File: config.mk
export PLATFORM = sky130hd
export DESIGN_NAME = char_lcd_controller
export DESIGN_NICKNAME = d
export VERILOG_FILES = /design/src/rtl/clcd_pkg.sv /design/src/rtl/char_lcd_controller.sv /design/src/rtl/clcd_store.sv /design/src/rtl/clcd_ctrl.sv
export SDC_FILE = /design/constraint.sdc
export NUM_CORES = 1
export LEC_CHECK = 0
export BUFFER_PORTS_ARGS = -buffer_cell sky130_fd_sc_hd__buf_2
export CORE_UTILIZATION = 45
export DETAILED_ROUTE_END_ITERATION = 6
export PLACE_DENSITY = 0.66
export REMOVE_ABC_BUFFERS = 1
export SYNTH_ARGS = -nofsm -noshare
export SYNTH_HDL_FRONTEND = slang
export SYNTH_HIERARCHICAL = 1
export SYNTH_SLANG_ARGS = --single-unit
export TNS_END_PERCENT = 5
File: constraint.sdc
create_clock -name clk -period 7.1 [get_ports clk]
set_input_delay 0.355 -clock clk [delete_from_list [all_inputs] [get_ports clk]]
set_output_delay 0.355 -clock clk [all_outputs]
set_load 0.005 [all_outputs]
File: src/rtl/clcd_pkg.sv
// shared types and constants for the character lcd controller
// no dependencies; used by clcd_ctrl, clcd_store and char_lcd_controller
`default_nettype none

package clcd_pkg;

  localparam int MAX_ROWS    = 4;
  localparam int MAX_COLS    = 40;
  localparam int STORE_DEPTH = MAX_ROWS * MAX_COLS;
  localparam int ADDR_W      = $clog2(STORE_DEPTH);

  // register offsets on the bus
  localparam logic [1:0] OFF_DATA = 2'd0;
  localparam logic [1:0] OFF_CTRL = 2'd1;

  // configuration register indexes
  localparam logic REG_ROW_COUNT = 1'b0;
  localparam logic REG_COL_COUNT = 1'b1;

  localparam logic [2:0] ROW_COUNT_RST = 3'd2;
  localparam logic [5:0] COL_COUNT_RST = 6'd16;

  // command bytes
  localparam logic [7:0] CMD_CLEAR = 8'h01;
  localparam logic [7:0] CMD_HOME  = 8'h02;

  // ddram row base addresses, tried in this order
  localparam logic [7:0] ROW_BASE [4] = '{8'h00, 8'h40, 8'h14, 8'h54};

  typedef enum logic [1:0] {
    EV_NONE  = 2'd0,
    EV_CHAR  = 2'd1,
    EV_CLEAR = 2'd2
  } event_kind_t;

  typedef struct packed {
    event_kind_t kind;
    logic [1:0]  row;
    logic [5:0]  col;
    logic [7:0]  chr;
    logic [1:0]  cur_row;
    logic [5:0]  cur_col;
  } result_t;

  typedef struct packed {
    logic              wr_en;
    logic [ADDR_W-1:0] wr_addr;
    logic [7:0]        wr_data;
    logic              clear;
  } store_req_t;

endpackage

`default_nettype wire

File: src/rtl/char_lcd_controller.sv
// top level of the character lcd controller: handshakes, config, result register
// depends on clcd_pkg, clcd_ctrl and clcd_store
`default_nettype none

// Character LCD controller with a bus-style register front end. Each input
// beat is one register write: offset 0 loads the data latch, offset 1 loads
// the control bits (bit 0 RS, bit 1 RW, bit 2 E). A falling edge of E with RW
// low acts on the latched byte: with RS high the byte is stored at the cursor
// in a 160-entry character memory and the cursor advances, wrapping to the
// next row; with RS low, 0x01 clears the memory and homes the cursor, 0x02
// homes the cursor, and a byte with bit 7 set moves the cursor to a ddram
// address. Every input beat gives exactly one output beat, which reports a
// display event and the cursor after the access. An ordinary beat is
// registered into the output register, and the next beat is taken in the
// same cycle the previous result leaves. The character memory has a single
// write port and is wiped one entry per cycle: after reset and after each
// clear command the input is stalled while the sweep runs.
// row_count and col_count are written through the config port at any time
// (ready is always high) and should only change while the block is idle.

module char_lcd_controller (
  input  wire logic        clk,
  input  wire logic        rst,

  input  wire logic        in_valid,
  output logic             in_stall,
  input  wire logic [1:0]  reg_offset,
  input  wire logic [31:0] write_value,

  output logic             out_valid,
  input  wire logic        out_stall,
  output logic [1:0]       event_kind,
  output logic [1:0]       event_row,
  output logic [5:0]       event_col,
  output logic [7:0]       event_char,
  output logic [1:0]       cursor_row_now,
  output logic [5:0]       cursor_col_now,

  input  wire logic        cfg_valid,
  output logic             cfg_ready,
  input  wire logic        cfg_index,
  input  wire logic [5:0]  cfg_data
);

  logic                  accept;
  logic                  store_busy;
  logic [2:0]            row_count;
  logic [5:0]            col_count;
  clcd_pkg::result_t     result;
  clcd_pkg::result_t     out_reg;
  clcd_pkg::store_req_t  store_req;

  // config registers, writes always accepted
  assign cfg_ready = 1'b1;

  always_ff @(posedge clk) begin
    if (rst) begin
      row_count <= clcd_pkg::ROW_COUNT_RST;
      col_count <= clcd_pkg::COL_COUNT_RST;
    end else if (cfg_valid) begin
      if (cfg_index == clcd_pkg::REG_ROW_COUNT) begin
        row_count <= cfg_data[2:0];
      end else begin
        col_count <= cfg_data;
      end
    end
  end

  // hold off input while the memory sweep runs or the result beat is stuck
  assign in_stall = store_busy | (out_valid & out_stall);
  assign accept   = in_valid & ~in_stall;

  clcd_ctrl u_ctrl (
    .clk         (clk),
    .rst         (rst),
    .accept      (accept),
    .reg_offset  (reg_offset),
    .write_value (write_value),
    .row_count   (row_count),
    .col_count   (col_count),
    .result      (result),
    .store_req   (store_req)
  );

  clcd_store u_store (
    .clk  (clk),
    .rst  (rst),
    .req  (store_req),
    .busy (store_busy)
  );

  // output register: loaded on accept, emptied when the beat is taken
  always_ff @(posedge clk) begin
    if (rst) begin
      out_valid <= 1'b0;
    end else if (accept) begin
      out_valid <= 1'b1;
    end else if (!out_stall) begin
      out_valid <= 1'b0;
    end
  end

  always_ff @(posedge clk) begin
    if (accept) begin
      out_reg <= result;
    end
  end

  assign event_kind     = out_reg.kind;
  assign event_row      = out_reg.row;
  assign event_col      = out_reg.col;
  assign event_char     = out_reg.chr;
  assign cursor_row_now = out_reg.cur_row;
  assign cursor_col_now = out_reg.cur_col;

endmodule

`default_nettype wire

File: src/rtl/clcd_store.sv
// character store: one synchronous memory plus its clearing sweep
// depends on clcd_pkg
`default_nettype none

module clcd_store (
  input  wire logic                clk,
  input  wire logic                rst,
  input  wire clcd_pkg::store_req_t req,
  output logic                     busy
);

  logic [7:0] mem [clcd_pkg::STORE_DEPTH];

  logic                        clearing;
  logic [clcd_pkg::ADDR_W-1:0] ptr;

  // sweep state: starts after reset and after a clear command
  always_ff @(posedge clk) begin
    if (rst) begin
      clearing <= 1'b1;
      ptr      <= '0;
    end else if (req.clear) begin
      clearing <= 1'b1;
      ptr      <= '0;
    end else if (clearing) begin
      if (ptr == clcd_pkg::ADDR_W'(clcd_pkg::STORE_DEPTH - 1)) begin
        clearing <= 1'b0;
      end
      ptr <= ptr + 1'b1;
    end
  end

  always_ff @(posedge clk) begin
    if (clearing) begin
      mem[ptr] <= 8'h00;
    end else if (req.wr_en) begin
      mem[req.wr_addr] <= req.wr_data;
    end
  end

  assign busy = clearing;

endmodule

`default_nettype wire

File: src/rtl/clcd_ctrl.sv
// bus latches, cursor and command decode
// depends on clcd_pkg; drives write and clear requests to clcd_store
`default_nettype none

module clcd_ctrl (
  input  wire logic                 clk,
  input  wire logic                 rst,
  input  wire logic                 accept,
  input  wire logic [1:0]           reg_offset,
  input  wire logic [31:0]          write_value,
  input  wire logic [2:0]           row_count,
  input  wire logic [5:0]           col_count,
  output clcd_pkg::result_t         result,
  output clcd_pkg::store_req_t      store_req
);

  logic [7:0] data_latch;
  logic [2:0] control_latch;
  logic [1:0] cursor_row;
  logic [5:0] cursor_col;

  logic [7:0] data_latch_next;
  logic [2:0] control_latch_next;
  logic [1:0] cursor_row_next;
  logic [5:0] cursor_col_next;

  logic [2:0] rows;
  logic [5:0] cols;
  logic       fall;
  logic [6:0] col_inc;
  logic       map_hit;
  logic [1:0] map_row;
  logic [7:0] map_off;
  logic [5:0] map_col;

  // small modulo for values up to 4
  function automatic logic [1:0] row_mod(input logic [2:0] v, input logic [2:0] r);
    logic [2:0] t;
    t = v;
    for (int i = 0; i < clcd_pkg::MAX_ROWS; i++) begin
      if (t >= r) t = t - r;
    end
    return t[1:0];
  endfunction

  // effective sizes after clamping
  always_comb begin
    if (row_count == 3'd0) rows = 3'd1;
    else if (row_count > 3'(clcd_pkg::MAX_ROWS)) rows = 3'(clcd_pkg::MAX_ROWS);
    else rows = row_count;
    if (col_count == 6'd0) cols = 6'd1;
    else if (col_count > 6'(clcd_pkg::MAX_COLS)) cols = 6'(clcd_pkg::MAX_COLS);
    else cols = col_count;
  end

  // ddram address to row and column, first matching row wins
  always_comb begin
    map_hit = 1'b0;
    map_row = 2'd0;
    map_off = 8'd0;
    for (int i = 0; i < clcd_pkg::MAX_ROWS; i++) begin
      if (!map_hit && (3'(i) < rows)
          && ({1'b0, data_latch[6:0]} >= clcd_pkg::ROW_BASE[i])
          && ({1'b0, data_latch[6:0]} < clcd_pkg::ROW_BASE[i] + 8'(clcd_pkg::MAX_COLS))) begin
        map_hit = 1'b1;
        map_row = 2'(i);
        map_off = {1'b0, data_latch[6:0]} - clcd_pkg::ROW_BASE[i];
      end
    end
    map_col = (map_off[5:0] >= cols) ? cols - 6'd1 : map_off[5:0];
  end

  assign fall    = (reg_offset == clcd_pkg::OFF_CTRL) && control_latch[2]
                   && !write_value[2] && !write_value[1];
  assign col_inc = {1'b0, cursor_col} + 7'd1;

  always_comb begin
    data_latch_next    = data_latch;
    control_latch_next = control_latch;
    cursor_row_next    = cursor_row;
    cursor_col_next    = cursor_col;
    result             = '0;
    result.kind        = clcd_pkg::EV_NONE;
    store_req          = '0;
    store_req.wr_addr  = clcd_pkg::ADDR_W'(cursor_row) * clcd_pkg::ADDR_W'(clcd_pkg::MAX_COLS)
                         + clcd_pkg::ADDR_W'(cursor_col);
    store_req.wr_data  = data_latch;

    if (reg_offset == clcd_pkg::OFF_DATA) begin
      data_latch_next = write_value[7:0];
    end else if (reg_offset == clcd_pkg::OFF_CTRL) begin
      control_latch_next = write_value[2:0];
    end

    if (fall) begin
      if (write_value[0]) begin
        // character write, dropped if the cursor sits past the columns
        if (cursor_col < cols) begin
          store_req.wr_en = 1'b1;
          result.kind     = clcd_pkg::EV_CHAR;
          result.row      = cursor_row;
          result.col      = cursor_col;
          result.chr      = data_latch;
          if (col_inc >= {1'b0, cols}) begin
            cursor_col_next = 6'd0;
            cursor_row_next = row_mod({1'b0, cursor_row} + 3'd1, rows);
          end else begin
            cursor_col_next = col_inc[5:0];
          end
        end
      end else if (data_latch == clcd_pkg::CMD_CLEAR) begin
        store_req.clear = 1'b1;
        cursor_row_next = 2'd0;
        cursor_col_next = 6'd0;
        result.kind     = clcd_pkg::EV_CLEAR;
      end else if (data_latch == clcd_pkg::CMD_HOME) begin
        cursor_row_next = 2'd0;
        cursor_col_next = 6'd0;
      end else if (data_latch[7] && map_hit) begin
        cursor_row_next = map_row;
        cursor_col_next = map_col;
      end
    end

    result.cur_row = cursor_row_next;
    result.cur_col = cursor_col_next;

    if (!accept) begin
      store_req.wr_en = 1'b0;
      store_req.clear = 1'b0;
    end
  end

  always_ff @(posedge clk) begin
    if (rst) begin
      data_latch    <= 8'd0;
      control_latch <= 3'd0;
      cursor_row    <= 2'd0;
      cursor_col    <= 6'd0;
    end else if (accept) begin
      data_latch    <= data_latch_next;
      control_latch <= control_latch_next;
      cursor_row    <= cursor_row_next;
      cursor_col    <= cursor_col_next;
    end
  end

endmodule

`default_nettype wire

==> results of run 1 <==
==> sequential cells by signal, indices dropped and copies added, names as in the netlist, 2 cells and up <==
register and cells:
cursor_row_now 2, event_kind 2, row_count 3, col_count 6
event_row 2, event_col 6, u_ctrl/cursor_row 2, u_ctrl/cursor_col 6
cursor_col_now 6, u_store/ptr 8, event_char 8, u_ctrl/data_latch 8
==> layer usage <==
layer	track usage [%]	vias to the layer above
li1	-	1839
met1	25.9	1749
met2	35.5	90
met3	3.58	21
met4	10.6	0
met5	0	-
==> final cells by class <==
cell class,count,area (um2)
Tap cell,129,161
Inverter,28,105
Timing Repair Buffer,52,268
Fill cell,879,4430
Sequential cell,62,1500
Clock inverter,7,50.0
Multi-Input combinational cell,368,2600
Clock buffer,9,124
==> worst reg2reg max path, stage by stage (launching register included) <==
cell	delay (ns)
dfxtp_1	0.46
inv_1	0.18
nand2_1	0.24
inv_1	0.18
fa_1	0.46
xnor2_1	0.13
mux2i_1	0.18
inv_1	0.08
ha_1	0.32
a21oi_1	0.30
o21ai_0	0.18
mux2i_1	0.29
inv_1	0.11
fa_1	0.42
xnor2_1	0.15
nor2_1	0.05
a31oi_1	0.15
ha_1	0.27
a21oi_1	0.19
o21ai_0	0.18
nor2_1	0.18
or4b_1	0.45
a311o_1	0.38
a311oi_1	0.26
==> worst paths after layout <==
kind              depth (start not counted)            from              endpoint  slack (ns)
hold / removal                            3  write_value[7]  u_ctrl/data_latch[7]        0.24
hold reg to reg                           2  u_store/ptr[7]        u_store/ptr[7]        0.50
setup / recovery                         23    row_count[2]  u_ctrl/cursor_row[1]        1.23
setup reg to reg                         23    row_count[2]  u_ctrl/cursor_row[1]        1.23
==> where the power goes <==
group          total, W  leakage [nW]  switching [W]  internal [W]
registers      0.000378         0.533     0.00000586      0.000372
clock network  0.000283        0.0816       0.000156      0.000127
logic          0.000178          1.31       0.000101     0.0000772
total          0.000839          1.93       0.000263      0.000576
==> stage by stage <==
stage	setup slack (ns)	total power (W)	cell area [um2]	hold slack (ns)	utilization, %
floorplan	2.00	0.000518	4190	0.424	-
CTS	1.19	0.000848	4810	0.227	52.0
detailed placement	1.24	0.000563	4630	0.482	50.2
global route	0.725	0.000887	4810	0.244	52.0
global placement	1.38	0.000556	4630	0.472	50.2
finish	1.23	0.000839	4810	0.241	52.0
==> placed cells by master, fill, tap and decap left out, types with 3 or more instances in the layout <==
cell	count
buf_2	49
nor2_1	47
dfxtp_1	36
ha_1	36
nand2_1	31
a21oi_1	31
inv_1	28
edfxtp_1	26
o21ai_0	23
nor3_1	21
mux2i_1	17
nand2b_1	12
nand3_1	10
clkbuf_8	9
xnor2_1	9
o21a_1	9
mux2_2	7
and2_1	7
nor2b_1	6
nor4_1	6
o21ai_1	5
a31oi_1	5
or3_1	5
xor2_1	5
o211ai_1	4
nand4_1	4
a21bo_2	3
clkinvlp_4	3
buf_4	3
and3_1	3
o21bai_1	3
a22oi_1	3
a21o_1	3
o31ai_1	3
fa_1	3
==> results by group, run 1 <==
Critical path
  – Type of origin of the critical path: flop
  – Top delay family on crit path: compound AO/OA/AOI/OAI gates
  – Req. time, crit path: 7.35 ns
  – Critical-path cell list: inv_1, nand2_1, inv_1, fa_1, xnor2_1, mux2i_1, inv_1, ha_1, a21oi_1, o21ai_0, mux2i_1, inv_1, fa_1, xnor2_1, nor2_1, a31oi_1, ha_1, a21oi_1, o21ai_0, nor2_1, or4b_1, a311o_1, a311oi_1
  – Setup crit end kind: flop
  – WS Path Type: reg -> reg
  – Crit path DAT: 6.12 ns
  – CP most frequent cell: inv_1
  – Largest stage delay, worst path: 0.46 ns
  – Worst-path fanout max: 8
  – CP bufs+invs: 4
  – Slowest stage cell, crit path: dfxtp_1

Timing
  – RSZ-0062 raised after global routing: no
  – Fmax: 0.170 GHz
  – Final Hold Viols: 0
  – Crit share post-route: 82.7%
  – Clock Skews: 0.00745 ns
  – Setup TNS: 0 ns
  – Slew Limit Headroom: between 40% and 50%
  – Final count of negative-setup-slack endpoints: 0
  – Slew Viols, Final: 0
  – Worst slew pin tran: ~0.81 ns
  – Fin crit period: 5.87 ns

GRT
  – Antenna violations before repair: 0
  – Largest net degree at the start of global routing: 38
  – Vias in the first global route: ~3600
  – Total gr overflow: 0
  – Gr usage total: 21.0%
  – First-pass GRT wire length: 16400 um

Logic synthesis
  – Mean area per synthesized cell: 9.03 um2
  – Synth Instances: 475
  – Synthesized area: 4290 um2
  – Synth warnings: 6

Drt
  – Metal3 WL: 358 um
  – M1 WL: roughly 4500 um
  – Average wire per standard cell: 15.2 um
  – 1st-iter DRT viols: approximately 240
  – Via count: 3699
  – Antenna-violating nets left: 0
  – WL final: 9940 um
  – DRT Pass-1 Iters: 4
  – Via/cell ratio: 5.65
  – Top layer reached by signal wires: met4
  – Drt drc: 0
  – Wire length on met2: 4800 um

Final layout
  – Fin cells: 655
  – Layout cells sized above 1: 17.1%
  – Fin nets: 606
  – Syn-to-layout area delta: 12.1%
  – ANT cells: 0

CTS
  – CTS tree: done
  – # clock sinks: 62
  – Post-CTS Resized: 0
  – Max Buffers Root-to-Sink: 2
  – H-Tree Depth: 3
  – Worst-path clk slew: 0.07 ns
  – Hold buffer count at CTS: 0
  – # Post-CTS Setup Buffers: 0
  – Root Driver: clkbuf_8
  – Worst skew pair latency: ~0.34 ns
  – Inserted Clock Buffers: 9

Min path
  – Worst min-delay path class: in -> reg

Floorplanning
  – Initial Util: a little under half
  – Die Width: 99.6 um
  – Core box area: 9240 um2
  – Die height: 99.6 um
  – Die area: 9920 um2
  – Top-Level Pins: 75
  – Row cnt: 35

Placement
  – Dpl cells: between 600 and 700
  – HPWL Detailed: 7410 um
  – Port Buffers: between 40 and 50
  – Gpl congestion: 0.934

Flow run
  – Max Cap Violations: 0

Pwr
  – VDD IR max: 0.0787 mV
  – LEAKAGE: 1.93 nW
  – Power per cell area: 174 nW/um2

Outcome
  – Status: complete, no violations
Power figures use the tool's default switching activity.
==> inputs of run 2 (changes only) <==
==> constraint.sdc (replaced) <==
create_clock -name clk -period 5.45 [get_ports clk]
set_input_delay 0.2725 -clock clk [delete_from_list [all_inputs] [get_ports clk]]
set_output_delay 0.2725 -clock clk [all_outputs]
set_load 0.005 [all_outputs]
==> results by group, run 2 (synthesized netlist as in run 1, its figures left out) <==
Outcome
  – Status: complete, no violations

Critical path
  – Largest stage delay, worst path: 0.45 ns
  – Req. time, crit path: 5.69 ns
  – WS Path Type: reg -> reg
  – Crit path DAT: 5.48 ns
  – Top delay family on crit path: adder cells
  – Worst-path fanout max: 4
  – CP bufs+invs: 2
  – Setup crit end kind: flop
  – Slowest stage cell, crit path: or4b_1
  – Type of origin of the critical path: flop
  – Critical-path cell list: ha_1, ha_1, nand2_1, o21ai_1, buf_4, mux2i_4, inv_1, ha_4, nand2_1, o21ai_2, mux2i_2, ha_1, nand2_1, o21a_1, mux2_2, ha_1, nand2_1, o21ai_2, nor2_1, or4b_1, a311o_1, a311oi_1

Floorplanning
  – Row cnt: 35
  – Core box area: 9240 um2
  – Die area: 9920 um2
  – Die Width: 99.6 um
  – Initial Util: approximately 46%
  – Top-Level Pins: between 70 and 80
  – Die height: 99.6 um

Drt
  – Average wire per standard cell: 15.4 um
  – WL final: 10500 um
  – Drt drc: 0
  – 1st-iter DRT viols: 150
  – DRT Pass-1 Iters: 4
  – Antenna-violating nets left: 0
  – Via/cell ratio: 5.57
  – Via count: about 3800

Final layout
  – Layout cells sized above 1: 25.1%
  – Syn-to-layout area delta: 20.4%
  – Multi-input logic area: between 2000 and 3000 um2
  – Most common cell after layout, fill and taps aside: buf_2
  – Most frequent cells in the layout: buf_2 (49), nor2_1 (47), dfxtp_1 (36)
  – Fillers: 825
  – Seq. cell area: 1500 um2
  – Fin cells: 682
  – Fin nets: around 630
  – ANT cells: 0

Timing
  – Slew Limit Headroom: 37.3%
  – Final count of negative-setup-slack endpoints: 0
  – Slew Viols, Final: 0
  – Fmax: ~0.19 GHz
  – Final Hold Viols: 0
  – Crit share post-route: 96.2%
  – Fin crit period: 5.24 ns
  – Clock Skews: about 0.011 ns
  – Worst slew pin tran: 0.940 ns

CTS
  – CTS tree: done
  – Inserted Clock Buffers: 9
  – Worst-path clk slew: 0.08 ns
  – H-Tree Depth: 3
  – # clock sinks: 62
  – Root Driver: clkbuf_8
  – Max Buffers Root-to-Sink: 2
  – Worst skew pair latency: 0.34 ns
  – Hold buffer count at CTS: 0

GRT
  – GRT Max-Usage Layer: met2
  – First-pass GRT wire length: around 18000 um
  – Largest net degree at the start of global routing: 38
  – Gr usage total: 22.4%
  – Total gr overflow: 0
  – Met3 Use GR: about 4.1%
  – Met2 GRT Util: 40.8%
  – Vias in the first global route: 3857
  – Antenna violations before repair: 0
  – Met1 GRT Util: 26.4%

Pwr
  – Power per cell area: 233 nW/um2
  – LEAKAGE: 2.07 nW
  – Tot Pwr: between 0.001 and 0.0015 W
  – VDD IR max: 0.127 mV

Flow run
  – Max Cap Violations: 0

Placement
  – Port Buffers: 49
  – Dpl cells: 661
  – Gpl congestion: 0.910
  – HPWL Detailed: 7700 um

Min path
  – Worst min-delay path class: in -> reg
==> run 2: changes by cell type in the layout (fill, tap and decap cells not counted), moves of 4 or more <==
cell     before  now
buf_4         3   30
ha_1         36   30
a21oi_1      31   26
ha_4          0    5
a21oi_2       0    4
o21ai_0      23   19
==> run 2: final timing paths <==
kind              slack (ns)                    to                 start  cells past startpoint
hold reg to reg         0.49        u_store/ptr[7]        u_store/ptr[7]                      2
setup reg to reg        0.21  u_ctrl/cursor_row[1]  u_ctrl/cursor_row[0]                     22
hold / removal          0.16  u_ctrl/data_latch[6]        write_value[6]                      3
setup / recovery        0.21  u_ctrl/cursor_row[1]  u_ctrl/cursor_row[0]                     22
==> run 2: report_power, final <==
part	switching, W	leakage, nW	internal, W	total [W]
logic	0.000170	1.46	0.000186	0.000355
clock network	0.000194	0.0801	0.000164	0.000357
registers	0.00000707	0.533	0.000485	0.000492
==> run 2: routing by layer <==
| layer | vias to the layer above | wire length [um] | part of all wire (%) |
|---|---|---|---|
| met5 | - | 0 | 0 |
| met4 | 0 | 140 | 1.3 |
| met3 | 13 | 425 | 4.0 |
| met2 | 88 | 5340 | 51 |
| met1 | 1806 | 4620 | 44 |
| li1 | 1895 | - | - |
==> run 2: layout make-up <==
| class | count | area share, % |
|---|---|---|
| multi-input cells | 368 | 53.5 |
| flip-flops and latches | 62 | 29.1 |
| repair buffers | 79 | 9.11 |
| well taps | 129 | 3.13 |
| clock buffers | 10 | 2.47 |
| inverters | 28 | 2.04 |
| clock inverters | 6 | 0.727 |
==> run 2: timing repair <==
item | CTS | global route
pin swaps | 1 | 9
setup buffers | 1 | 4
endpoints found under the setup margin | 1 | 2
resized for setup | 12 | 21
==> run 2: worst register-to-register path: stages (launching register included) <==
cell	delay, ns
dfxtp_1	0.32
ha_1	0.32
ha_1	0.30
nand2_1	0.08
o21ai_1	0.16
buf_4	0.17
mux2i_4	0.23
inv_1	0.10
ha_4	0.30
nand2_1	0.10
o21ai_2	0.17
mux2i_2	0.28
ha_1	0.27
nand2_1	0.12
o21a_1	0.19
mux2_2	0.36
ha_1	0.30
nand2_1	0.12
o21ai_2	0.07
nor2_1	0.14
or4b_1	0.45
a311o_1	0.35
a311oi_1	0.26
==> run 2: stage by stage <==
stage | area (um2) | TNS [ns] | utilization, % | setup slack [ns] | hold WS [ns]
after global placement | 4800 | 0 | 51.9 | 0.0402 | 0.473
after floorplan | 4190 | 0 | - | 0.346 | 0.342
after detailed placement | 4800 | -0.0776 | 51.9 | -0.0776 | 0.482
after global routing | 5160 | -0.0478 | 55.9 | -0.0478 | 0.155
final | 5160 | 0 | 55.9 | 0.209 | 0.159
after CTS | 5010 | 0 | 54.3 | 0.0153 | 0.142
